--- config.mk ---
export PLATFORM = sky130hd
export DESIGN_NAME = keyed_slot_table_top
export DESIGN_NICKNAME = d
export VERILOG_FILES = /design/src/sv/kst_pkg.sv /design/src/sv/kst_store.sv /design/src/sv/keyed_slot_table_top.sv
export SDC_FILE = /design/constraint.sdc
export NUM_CORES = 1
export LEC_CHECK = 0
export ABC_AREA = 0
export BUFFER_PORTS_ARGS = -buffer_cell sky130_fd_sc_hd__buf_2
export CAP_MARGIN = 30
export CELL_PAD_IN_SITES_DETAIL_PLACEMENT = 2
export CELL_PAD_IN_SITES_GLOBAL_PLACEMENT = 2
export CORE_MARGIN = 3
export CORE_UTILIZATION = 45
export CTS_CLUSTER_SIZE = 16
export DETAILED_ROUTE_END_ITERATION = 10
export HOLD_SLACK_MARGIN = 0.06
export PLACE_DENSITY_LB_ADDON = 0.3
export SYNTH_ARGS = -nofsm -noshare
export SYNTH_HDL_FRONTEND = slang
export SYNTH_SLANG_ARGS = --single-unit
export TNS_END_PERCENT = 50
--- constraint.sdc ---
create_clock -name clk -period 5.87 [get_ports clk]
set_clock_uncertainty 0.2 [all_clocks]
set_input_delay 1.174 -clock clk [delete_from_list [all_inputs] [get_ports clk]]
set_output_delay 1.174 -clock clk [all_outputs]
set_load 0.02 [all_outputs]
--- src/sv/kst_pkg.sv ---
// Shared types and constants of the keyed slot table.
`default_nettype none

package kst_pkg;

    localparam int SLOTS_DEF        = 16;
    localparam int PAYLOAD_BITS_DEF = 32;

    localparam int OP_W       = 3;
    localparam int KEY_W      = 8;
    localparam int PAY_W      = 32;
    localparam int POS_W      = 8;
    localparam int SLOT_OUT_W = 4;
    localparam int OCC_OUT_W  = 5;

    typedef enum logic [OP_W-1:0] {
        OP_UPSERT = 3'd0,
        OP_REMOVE = 3'd1,
        OP_LOOKUP = 3'd2,
        OP_NTH    = 3'd3,
        OP_READ   = 3'd4
    } kst_op_t;

    typedef enum logic [2:0] {
        ST_IDLE,
        ST_SCAN,
        ST_DRAIN,
        ST_ACT,
        ST_RESP
    } kst_state_t;

    typedef enum logic [1:0] {
        SRC_NONE,
        SRC_ITEM,
        SRC_MEM
    } kst_src_t;

    typedef struct packed {
        logic key_rd;
        logic key_we;
        logic pay_rd;
        logic pay_we;
    } kst_mem_ctl_t;

endpackage

`default_nettype wire

--- src/sv/kst_store.sv ---
// Key and payload memories of the keyed slot table, with per-slot written bits.
`default_nettype none

module kst_store #(
    parameter int SLOTS        = kst_pkg::SLOTS_DEF,
    parameter int PAYLOAD_BITS = kst_pkg::PAYLOAD_BITS_DEF,
    parameter int SLOT_W       = (SLOTS > 1) ? $clog2(SLOTS) : 1
) (
    input  wire logic                       clk,
    input  wire logic                       rst_n,
    input  wire kst_pkg::kst_mem_ctl_t      ctl,
    input  wire logic [SLOT_W-1:0]          rd_addr,
    input  wire logic [SLOT_W-1:0]          pay_rd_addr,
    input  wire logic [SLOT_W-1:0]          wr_addr,
    input  wire logic [kst_pkg::KEY_W-1:0]  key_wd,
    input  wire logic [PAYLOAD_BITS-1:0]    pay_wd,
    output logic      [kst_pkg::KEY_W-1:0]  key_rd_data,
    output logic      [PAYLOAD_BITS-1:0]    pay_rd_data
);
    import kst_pkg::*;

    logic [KEY_W-1:0]        key_mem [SLOTS];
    logic [PAYLOAD_BITS-1:0] pay_mem [SLOTS];
    logic [SLOTS-1:0]        valid_reg;
    logic                    vld_q_reg;
    logic [KEY_W-1:0]        key_q_reg;
    logic [PAYLOAD_BITS-1:0] pay_q_reg;

    always_ff @(posedge clk)
    begin
        if (ctl.key_we)
        begin
            key_mem[wr_addr] <= key_wd;
        end
        if (ctl.key_rd)
        begin
            key_q_reg <= key_mem[rd_addr];
        end
    end

    always_ff @(posedge clk)
    begin
        if (ctl.pay_we)
        begin
            pay_mem[wr_addr] <= pay_wd;
        end
        if (ctl.pay_rd)
        begin
            pay_q_reg <= pay_mem[pay_rd_addr];
        end
    end

    // A slot never written since reset reads as an empty key.
    always_ff @(posedge clk or negedge rst_n)
    begin
        if (!rst_n)
        begin
            valid_reg <= '0;
            vld_q_reg <= 1'b0;
        end
        else
        begin
            if (ctl.key_we)
            begin
                valid_reg[wr_addr] <= 1'b1;
            end
            if (ctl.key_rd)
            begin
                vld_q_reg <= valid_reg[rd_addr];
            end
        end
    end

    assign key_rd_data = vld_q_reg ? key_q_reg : '0;
    assign pay_rd_data = pay_q_reg;

endmodule

`default_nettype wire

--- src/sv/keyed_slot_table_top.sv ---
// Top level of the keyed slot table: sequencer, slot scan and result register.
//
// The block keeps a table of SLOTS slots, each holding an 8-bit key (zero means
// empty) and a payload. One input transfer carries one operation (upsert,
// remove, lookup, nth occupied, read slot) and produces exactly one output
// transfer with ok, the found key and payload, the slot index and the count of
// occupied slots after the operation.
// Both channels use valid/stall; a transfer happens on a clock edge with valid
// high and stall low. in_stall is high from the cycle after an accepted item
// until the sequencer returns to idle.
// Each item scans every slot of the key memory, one read per cycle through its
// single read port, then drains the read pipeline, writes back or reads the
// payload memory, and loads the result register. No new item is accepted
// until the sequencer has returned to idle.
// The result register decouples the two sides: a new item is accepted while the
// previous result still waits; when out_stall holds, the sequencer waits in its
// response step until the register frees up.
// Reset clears all control state and the per-slot written bits, so every slot
// reads as empty and the occupancy count is zero right after reset.
`default_nettype none

module keyed_slot_table_top #(
    parameter int SLOTS        = kst_pkg::SLOTS_DEF,
    parameter int PAYLOAD_BITS = kst_pkg::PAYLOAD_BITS_DEF
) (
    input  wire logic                            clk,
    input  wire logic                            rst_n,
    input  wire logic                            in_valid,
    output logic                                 in_stall,
    input  wire logic [kst_pkg::OP_W-1:0]        operation,
    input  wire logic [kst_pkg::KEY_W-1:0]       key,
    input  wire logic [kst_pkg::PAY_W-1:0]       payload,
    input  wire logic [kst_pkg::POS_W-1:0]       position,
    output logic                                 out_valid,
    input  wire logic                            out_stall,
    output logic                                 ok,
    output logic      [kst_pkg::KEY_W-1:0]       found_key,
    output logic      [kst_pkg::PAY_W-1:0]       found_payload,
    output logic      [kst_pkg::SLOT_OUT_W-1:0]  slot_index,
    output logic      [kst_pkg::OCC_OUT_W-1:0]   occupied
);
    import kst_pkg::*;

    localparam int SLOT_W = (SLOTS > 1) ? $clog2(SLOTS) : 1;
    localparam int CNT_W  = $clog2(SLOTS + 1);
    localparam int CMP_W  = (CNT_W > POS_W) ? CNT_W : POS_W;
    localparam logic [SLOT_W-1:0] LAST_ADDR = SLOT_W'(SLOTS - 1);

    kst_state_t              state_reg, state_next;
    logic [SLOT_W-1:0]       addr_reg, addr_next;
    logic                    rd_vld_reg, rd_vld_next;
    logic [SLOT_W-1:0]       rd_idx_reg, rd_idx_next;
    logic [OP_W-1:0]         op_reg, op_next;
    logic [KEY_W-1:0]        key_reg, key_next;
    logic [PAYLOAD_BITS-1:0] pay_reg, pay_next;
    logic [POS_W-1:0]        pos_reg, pos_next;
    logic                    hit_reg, hit_next;
    logic [SLOT_W-1:0]       hit_idx_reg, hit_idx_next;
    logic [KEY_W-1:0]        hit_key_reg, hit_key_next;
    logic                    empty_reg, empty_next;
    logic [SLOT_W-1:0]       empty_idx_reg, empty_idx_next;
    logic [CNT_W-1:0]        count_reg, count_next;
    logic [CNT_W-1:0]        occ_reg, occ_next;
    logic                    pend_ok_reg, pend_ok_next;
    logic [KEY_W-1:0]        pend_key_reg, pend_key_next;
    logic [SLOT_W-1:0]       pend_slot_reg, pend_slot_next;
    kst_src_t                pend_src_reg, pend_src_next;
    logic                    out_valid_reg, out_valid_next;
    logic                    ok_reg, ok_next;
    logic [KEY_W-1:0]        found_key_reg, found_key_next;
    logic [PAY_W-1:0]        found_payload_reg, found_payload_next;
    logic [SLOT_OUT_W-1:0]   slot_index_reg, slot_index_next;
    logic [OCC_OUT_W-1:0]    occupied_reg, occupied_next;

    kst_mem_ctl_t            mem_ctl;
    logic [SLOT_W-1:0]       wr_addr;
    logic [KEY_W-1:0]        key_wd;
    logic [KEY_W-1:0]        eff_key;
    logic [PAYLOAD_BITS-1:0] pay_rd_data;

    logic                    accept;
    logic                    load_out;
    logic                    cand;
    logic                    act_ok;
    logic                    act_grow;
    logic                    act_shrink;
    logic [SLOT_W-1:0]       act_slot;
    logic [63:0]             pay_in_ext;
    logic [63:0]             pay_out_ext;
    logic [15:0]             slot_ext;
    logic [15:0]             occ_ext;

    kst_store #(
        .SLOTS        (SLOTS),
        .PAYLOAD_BITS (PAYLOAD_BITS),
        .SLOT_W       (SLOT_W)
    ) u_store (
        .clk         (clk),
        .rst_n       (rst_n),
        .ctl         (mem_ctl),
        .rd_addr     (addr_reg),
        .pay_rd_addr (hit_idx_reg),
        .wr_addr     (wr_addr),
        .key_wd      (key_wd),
        .pay_wd      (pay_reg),
        .key_rd_data (eff_key),
        .pay_rd_data (pay_rd_data)
    );

    assign accept   = in_valid && (state_reg == ST_IDLE);
    assign load_out = (state_reg == ST_RESP) && (!out_valid_reg || !out_stall);

    // Does the slot whose key was just read answer this item?
    always_comb
    begin
        cand = 1'b0;
        case (op_reg)
            OP_UPSERT, OP_REMOVE, OP_LOOKUP:
                cand = (eff_key != '0) && (eff_key == key_reg);
            OP_NTH:
                cand = (eff_key != '0) && (CMP_W'(count_reg) == CMP_W'(pos_reg));
            OP_READ:
                cand = (eff_key != '0) && (CMP_W'(rd_idx_reg) == CMP_W'(pos_reg));
            default:
                cand = 1'b0;
        endcase
    end

    // Outcome of the scan, used in the write-back step.
    always_comb
    begin
        act_ok     = 1'b0;
        act_grow   = 1'b0;
        act_shrink = 1'b0;
        act_slot   = '0;
        case (op_reg)
            OP_UPSERT:
            begin
                if (key_reg != '0 && hit_reg)
                begin
                    act_ok   = 1'b1;
                    act_slot = hit_idx_reg;
                end
                else if (key_reg != '0 && empty_reg)
                begin
                    act_ok   = 1'b1;
                    act_grow = 1'b1;
                    act_slot = empty_idx_reg;
                end
            end
            OP_REMOVE:
            begin
                act_ok     = hit_reg;
                act_shrink = hit_reg;
                act_slot   = hit_reg ? hit_idx_reg : '0;
            end
            OP_LOOKUP, OP_NTH, OP_READ:
            begin
                act_ok   = hit_reg;
                act_slot = hit_reg ? hit_idx_reg : '0;
            end
            default:
            begin
                act_ok = 1'b0;
            end
        endcase
    end

    always_comb
    begin
        state_next = state_reg;
        case (state_reg)
            ST_IDLE:
            begin
                if (in_valid)
                begin
                    state_next = ST_SCAN;
                end
            end
            ST_SCAN:
            begin
                if (addr_reg == LAST_ADDR)
                begin
                    state_next = ST_DRAIN;
                end
            end
            ST_DRAIN:
            begin
                state_next = ST_ACT;
            end
            ST_ACT:
            begin
                state_next = ST_RESP;
            end
            ST_RESP:
            begin
                if (!out_valid_reg || !out_stall)
                begin
                    state_next = ST_IDLE;
                end
            end
            default:
            begin
                state_next = ST_IDLE;
            end
        endcase
    end

    assign pay_in_ext = 64'(payload);
    assign slot_ext   = 16'(pend_slot_reg);
    assign occ_ext    = 16'(occ_reg);

    always_comb
    begin
        case (pend_src_reg)
            SRC_ITEM: pay_out_ext = 64'(pay_reg);
            SRC_MEM:  pay_out_ext = 64'(pay_rd_data);
            default:  pay_out_ext = '0;
        endcase
    end

    always_comb
    begin
        addr_next          = addr_reg;
        rd_vld_next        = 1'b0;
        rd_idx_next        = addr_reg;
        op_next            = op_reg;
        key_next           = key_reg;
        pay_next           = pay_reg;
        pos_next           = pos_reg;
        hit_next           = hit_reg;
        hit_idx_next       = hit_idx_reg;
        hit_key_next       = hit_key_reg;
        empty_next         = empty_reg;
        empty_idx_next     = empty_idx_reg;
        count_next         = count_reg;
        occ_next           = occ_reg;
        pend_ok_next       = pend_ok_reg;
        pend_key_next      = pend_key_reg;
        pend_slot_next     = pend_slot_reg;
        pend_src_next      = pend_src_reg;
        out_valid_next     = out_valid_reg;
        ok_next            = ok_reg;
        found_key_next     = found_key_reg;
        found_payload_next = found_payload_reg;
        slot_index_next    = slot_index_reg;
        occupied_next      = occupied_reg;
        mem_ctl            = '0;
        wr_addr            = act_slot;
        key_wd             = (op_reg == OP_UPSERT) ? key_reg : '0;

        if (accept)
        begin
            op_next    = operation;
            key_next   = key;
            pay_next   = pay_in_ext[PAYLOAD_BITS-1:0];
            pos_next   = position;
            addr_next  = '0;
            hit_next   = 1'b0;
            empty_next = 1'b0;
            count_next = '0;
        end

        if (state_reg == ST_SCAN)
        begin
            mem_ctl.key_rd = 1'b1;
            rd_vld_next    = 1'b1;
            addr_next      = addr_reg + SLOT_W'(1);
        end

        // Key data of the slot issued in the previous cycle.
        if (rd_vld_reg)
        begin
            if (cand && !hit_reg)
            begin
                hit_next     = 1'b1;
                hit_idx_next = rd_idx_reg;
                hit_key_next = eff_key;
            end
            if (eff_key == '0 && !empty_reg)
            begin
                empty_next     = 1'b1;
                empty_idx_next = rd_idx_reg;
            end
            if (eff_key != '0)
            begin
                count_next = count_reg + CNT_W'(1);
            end
        end

        if (state_reg == ST_ACT)
        begin
            mem_ctl.key_we = act_ok && (op_reg == OP_UPSERT || op_reg == OP_REMOVE);
            mem_ctl.pay_we = act_ok && (op_reg == OP_UPSERT);
            mem_ctl.pay_rd = act_ok && (op_reg == OP_LOOKUP || op_reg == OP_NTH
                                        || op_reg == OP_READ);
            if (act_grow)
            begin
                occ_next = occ_reg + CNT_W'(1);
            end
            else if (act_shrink)
            begin
                occ_next = occ_reg - CNT_W'(1);
            end
            pend_ok_next   = act_ok;
            pend_slot_next = act_slot;
            if (!act_ok)
            begin
                pend_key_next = '0;
                pend_src_next = SRC_NONE;
            end
            else if (op_reg == OP_UPSERT)
            begin
                pend_key_next = key_reg;
                pend_src_next = SRC_ITEM;
            end
            else if (op_reg == OP_REMOVE)
            begin
                pend_key_next = key_reg;
                pend_src_next = SRC_NONE;
            end
            else
            begin
                pend_key_next = hit_key_reg;
                pend_src_next = SRC_MEM;
            end
        end

        if (out_valid_reg && !out_stall)
        begin
            out_valid_next = 1'b0;
        end

        if (load_out)
        begin
            out_valid_next     = 1'b1;
            ok_next            = pend_ok_reg;
            found_key_next     = pend_key_reg;
            found_payload_next = pay_out_ext[PAY_W-1:0];
            slot_index_next    = slot_ext[SLOT_OUT_W-1:0];
            occupied_next      = occ_ext[OCC_OUT_W-1:0];
        end
    end

    always_ff @(posedge clk or negedge rst_n)
    begin
        if (!rst_n)
        begin
            state_reg     <= ST_IDLE;
            addr_reg      <= '0;
            rd_vld_reg    <= 1'b0;
            hit_reg       <= 1'b0;
            empty_reg     <= 1'b0;
            count_reg     <= '0;
            occ_reg       <= '0;
            out_valid_reg <= 1'b0;
        end
        else
        begin
            state_reg     <= state_next;
            addr_reg      <= addr_next;
            rd_vld_reg    <= rd_vld_next;
            hit_reg       <= hit_next;
            empty_reg     <= empty_next;
            count_reg     <= count_next;
            occ_reg       <= occ_next;
            out_valid_reg <= out_valid_next;
        end
    end

    always_ff @(posedge clk)
    begin
        rd_idx_reg        <= rd_idx_next;
        op_reg            <= op_next;
        key_reg           <= key_next;
        pay_reg           <= pay_next;
        pos_reg           <= pos_next;
        hit_idx_reg       <= hit_idx_next;
        hit_key_reg       <= hit_key_next;
        empty_idx_reg     <= empty_idx_next;
        pend_ok_reg       <= pend_ok_next;
        pend_key_reg      <= pend_key_next;
        pend_slot_reg     <= pend_slot_next;
        pend_src_reg      <= pend_src_next;
        ok_reg            <= ok_next;
        found_key_reg     <= found_key_next;
        found_payload_reg <= found_payload_next;
        slot_index_reg    <= slot_index_next;
        occupied_reg      <= occupied_next;
    end

    assign in_stall      = (state_reg != ST_IDLE);
    assign out_valid     = out_valid_reg;
    assign ok            = ok_reg;
    assign found_key     = found_key_reg;
    assign found_payload = found_payload_reg;
    assign slot_index    = slot_index_reg;
    assign occupied      = occupied_reg;

endmodule

`default_nettype wire

==> impl_metrics.ini <==
[outcome]
outcome = complete, no violations

[clocking]
cts_buffers = 90
postCtsHoldBufs = 0
root_buffer = clkbuf_16
cts.repair.resized = 0
postCtsSetupBuffers = 0
path_clk_slew_ns = 0.06
cts_buffer_depth = 3
cts_tree = built
clk_latency_ns = 0.65
clkSinkCount = 854
h-tree-depth = 3

[worst_setup_path]
r2r_cells = 7
max_stage_delay_ns = 0.89
rrSetupSlack_ns = 1.53
start_kind = register
cp_data_required_time_ns = 5.92
crit_fanout = 25
slowest_stage = nor2_1
cp.arrival_ns = 4.40
worstReg2RegEnd = u_store.key_mem[10][7]$_DFFE_PP_
critPathCaptureType = register
cp_cell_sequence = buf_4 > nor3_2 > o211a_1 > inv_2 > o32a_2 > nand2b_1 > nor2_1
crit_type = register to register
reg2reg_from = op_reg[0]$_DFFE_PP_
critPathTopFamily = simple AND/OR/NAND/NOR gates
cp_num_buf_inv = 2

[worst_hold_path]
worstHoldStart = pend_ok_reg$_DFFE_PP_
hold_path_end = ok$_DFFE_PP_
min_path_type = register to register
hold_depth = 0

[sta]
fmax_mhz = 230
max_slew_margin_pct = 31.9
worstMarginPinSlew_ns = 1.02
finalCriticalPeriod_ns = 4.34
finalSetupViolCount = 0
worst_slack_ns = 1.53
slew_viol_final = 0
hold_violations = 0
min_period_over_period_pct = 74.0
tns_ns = 0
rsz0062_at_grt = no

[layout]
final_util_pct = 52.8
drive_gt1_share_pct = 28.1
nets = 1754
n_antenna_cell = 0
finalNonFillerCells = 2703
area_growth_pct = 15.0
reg_top3 = u_store.pay_mem x512, u_store.key_mem x128
largest_reg_flops = 512
regMostFlops = u_store.pay_mem

[synthesis]
ys.flop_type = edfxtp_1
synth_top_area_share_pct = 74.9
yosys.area.top_type = edfxtp_1
yosys_warnings = 0
syn_avg_cell_area_um2 = 21.3
synth_edf_count = 812
ys_types = 67
synth_area_leaders = edfxtp_1, mux4_2, dfrtp_1, mux2i_1, a22oi_1
ys_top_cells_by_count = edfxtp_1, mux4_2, nor2_1, clkbuf_1, a22oi_1
synth-seq-cells = 854
synth_area_um2 = 32600
syn_nets = 1588
synthCells = 1525
synth-async-reset-ratio_pct = 4.45
ys_seq_area_share_pct = 78.1
yosysMostFrequentCell = edfxtp_1

[placed_design]
gp_congestion = 0.776
pre_cts_ws_ns = 1.77
dp.cells = 2532
dpl.hpwl_mm = 58.5
port_buffers = 106

[detailed_routing]
first_pass_iters = 5
vias = 17000
drt_iter0_drc = 1845
antenna_left = 0
routed_wl_mm = 102
wl_per_cell_um = 37.8
vias_per_cell = 6.29
route.detailed.drc = 0

[grt]
grt_pass1_wl_mm = 147
grt_usage_pct = 27.5
grt-ovfl-total = 0
antenna_found_initial = 0
grt_pass1_vias = 18700
grt_max_degree = 81

[power_and_ir_drop]
power_per_cell_area_nw_per_um2 = 383
p_leak_nw = 12.2
p_total_mw = 14.3
vdd_drop_max_mv = 0.258

[floorplan]
ios = 107
rows = 97
coreArea_um2 = 70900
die_w_um = 275
dieHeight_um = 275
fp.dieArea_um2 = 75600
initial_utilization_pct = 45.9

[flow_run]
cap_violations = 0
[power breakdown]
part | internal, mW | total, mW | switching (mW)
registers | 6.95 | 7.38 | 0.430
logic | 0.454 | 1.23 | 0.776
clock network | 3.26 | 5.73 | 2.47
total | 10.7 | 14.3 | 3.68
[worst reg2reg max path, cell delays in order, from the launching register on]
cell	delay, ns
edfxtp_1	0.43
buf_4	0.30
nor3_2	0.52
o211a_1	0.56
inv_2	0.25
o32a_2	0.33
nand2b_1	0.46
nor2_1	0.90
[how the worst max path moves through the flow]
stage,slack (ns),cells past startpoint,startpoint,to
floorplan,1.03,6,state_reg[1]$_DFFE_PN0P_,u_store.pay_mem[1][0]$_DFFE_PP_
detailed placement,1.77,7,op_reg[0]$_DFFE_PP_,u_store.key_mem[14][1]$_DFFE_PP_
CTS,1.62,7,op_reg[0]$_DFFE_PP_,u_store.key_mem[14][0]$_DFFE_PP_
global placement,1.88,7,op_reg[0]$_DFFE_PP_,u_store.pay_mem[10][8]$_DFFE_PP_
finish,1.53,7,op_reg[0]$_DFFE_PP_,u_store.key_mem[10][7]$_DFFE_PP_
global route,1.41,8,op_reg[0]$_DFFE_PP_,u_store.pay_mem[10][11]$_DFFE_PP_
[stage by stage]
stage / cell area, um2 / hold WS [ns]
final: 37400 / 0.237
after global routing: 37400 / 0.233
after CTS: 37300 / 0.217
after detailed placement: 34500 / 0.213
after global placement: 34300 / 0.209
after floorplan: 32600 / 0.200
[layout by cell type (no fill, tap or decap), drive strengths merged, types with 4 or more instances in the layout]
cell / count
dfxtp: 4
o211ai: 4
a221oi: 19
o21ai: 26
xor2: 6
a21o: 7
mux2i: 37
bufinv: 6
xnor2: 7
a32oi: 4
mux4: 179
clkbuf: 126
a22oi: 41
nor2b: 6
ha: 7
nor2: 69
nand2b: 10
clkinv: 32
dfrtp: 38
or4: 4
a21oi: 7
and2: 16
buf: 151
edfxtp: 812
nor3: 15
a22o: 8
inv: 16
nand3: 10
nand4: 5
o21bai: 16
nand2: 33
[layer usage]
metal	share of wire, %	global-route usage [%]	wire, um
met1	40	36.6	40700
met2	52	47.0	53000
met3	5.2	3.89	5280
met4	3.1	8.98	3140
met5	0	0	0
[logic make-up (layout without fill, tap and decap cells)]
| logic type | Yosys count | count (layout) | synth area share, % |
|---|---|---|---|
| compound gates | 156 | 156 | 3.70 |
| xor+xnor | 13 | 13 | 0.350 |
| fa+ha+maj | 8 | 8 | 0.330 |
| buf+inv | 95 | 333 | 1.25 |
| flops | 854 | 854 | 78.1 |
| mux | 219 | 219 | 13.6 |
| simple gates | 180 | 180 | 2.69 |
[area by class of cell]
cell class	instances	area, um2
Clock buffer	125	2520
Clock inverter	39	357
Fill cell	6027	33400
Inverter	17	65.1
Multi-Input combinational cell	576	6840
Sequential cell	854	25400
Tap cell	940	1180
Timing Repair Buffer	152	1060
No activity file was read; power rests on OpenSTA's default activity.
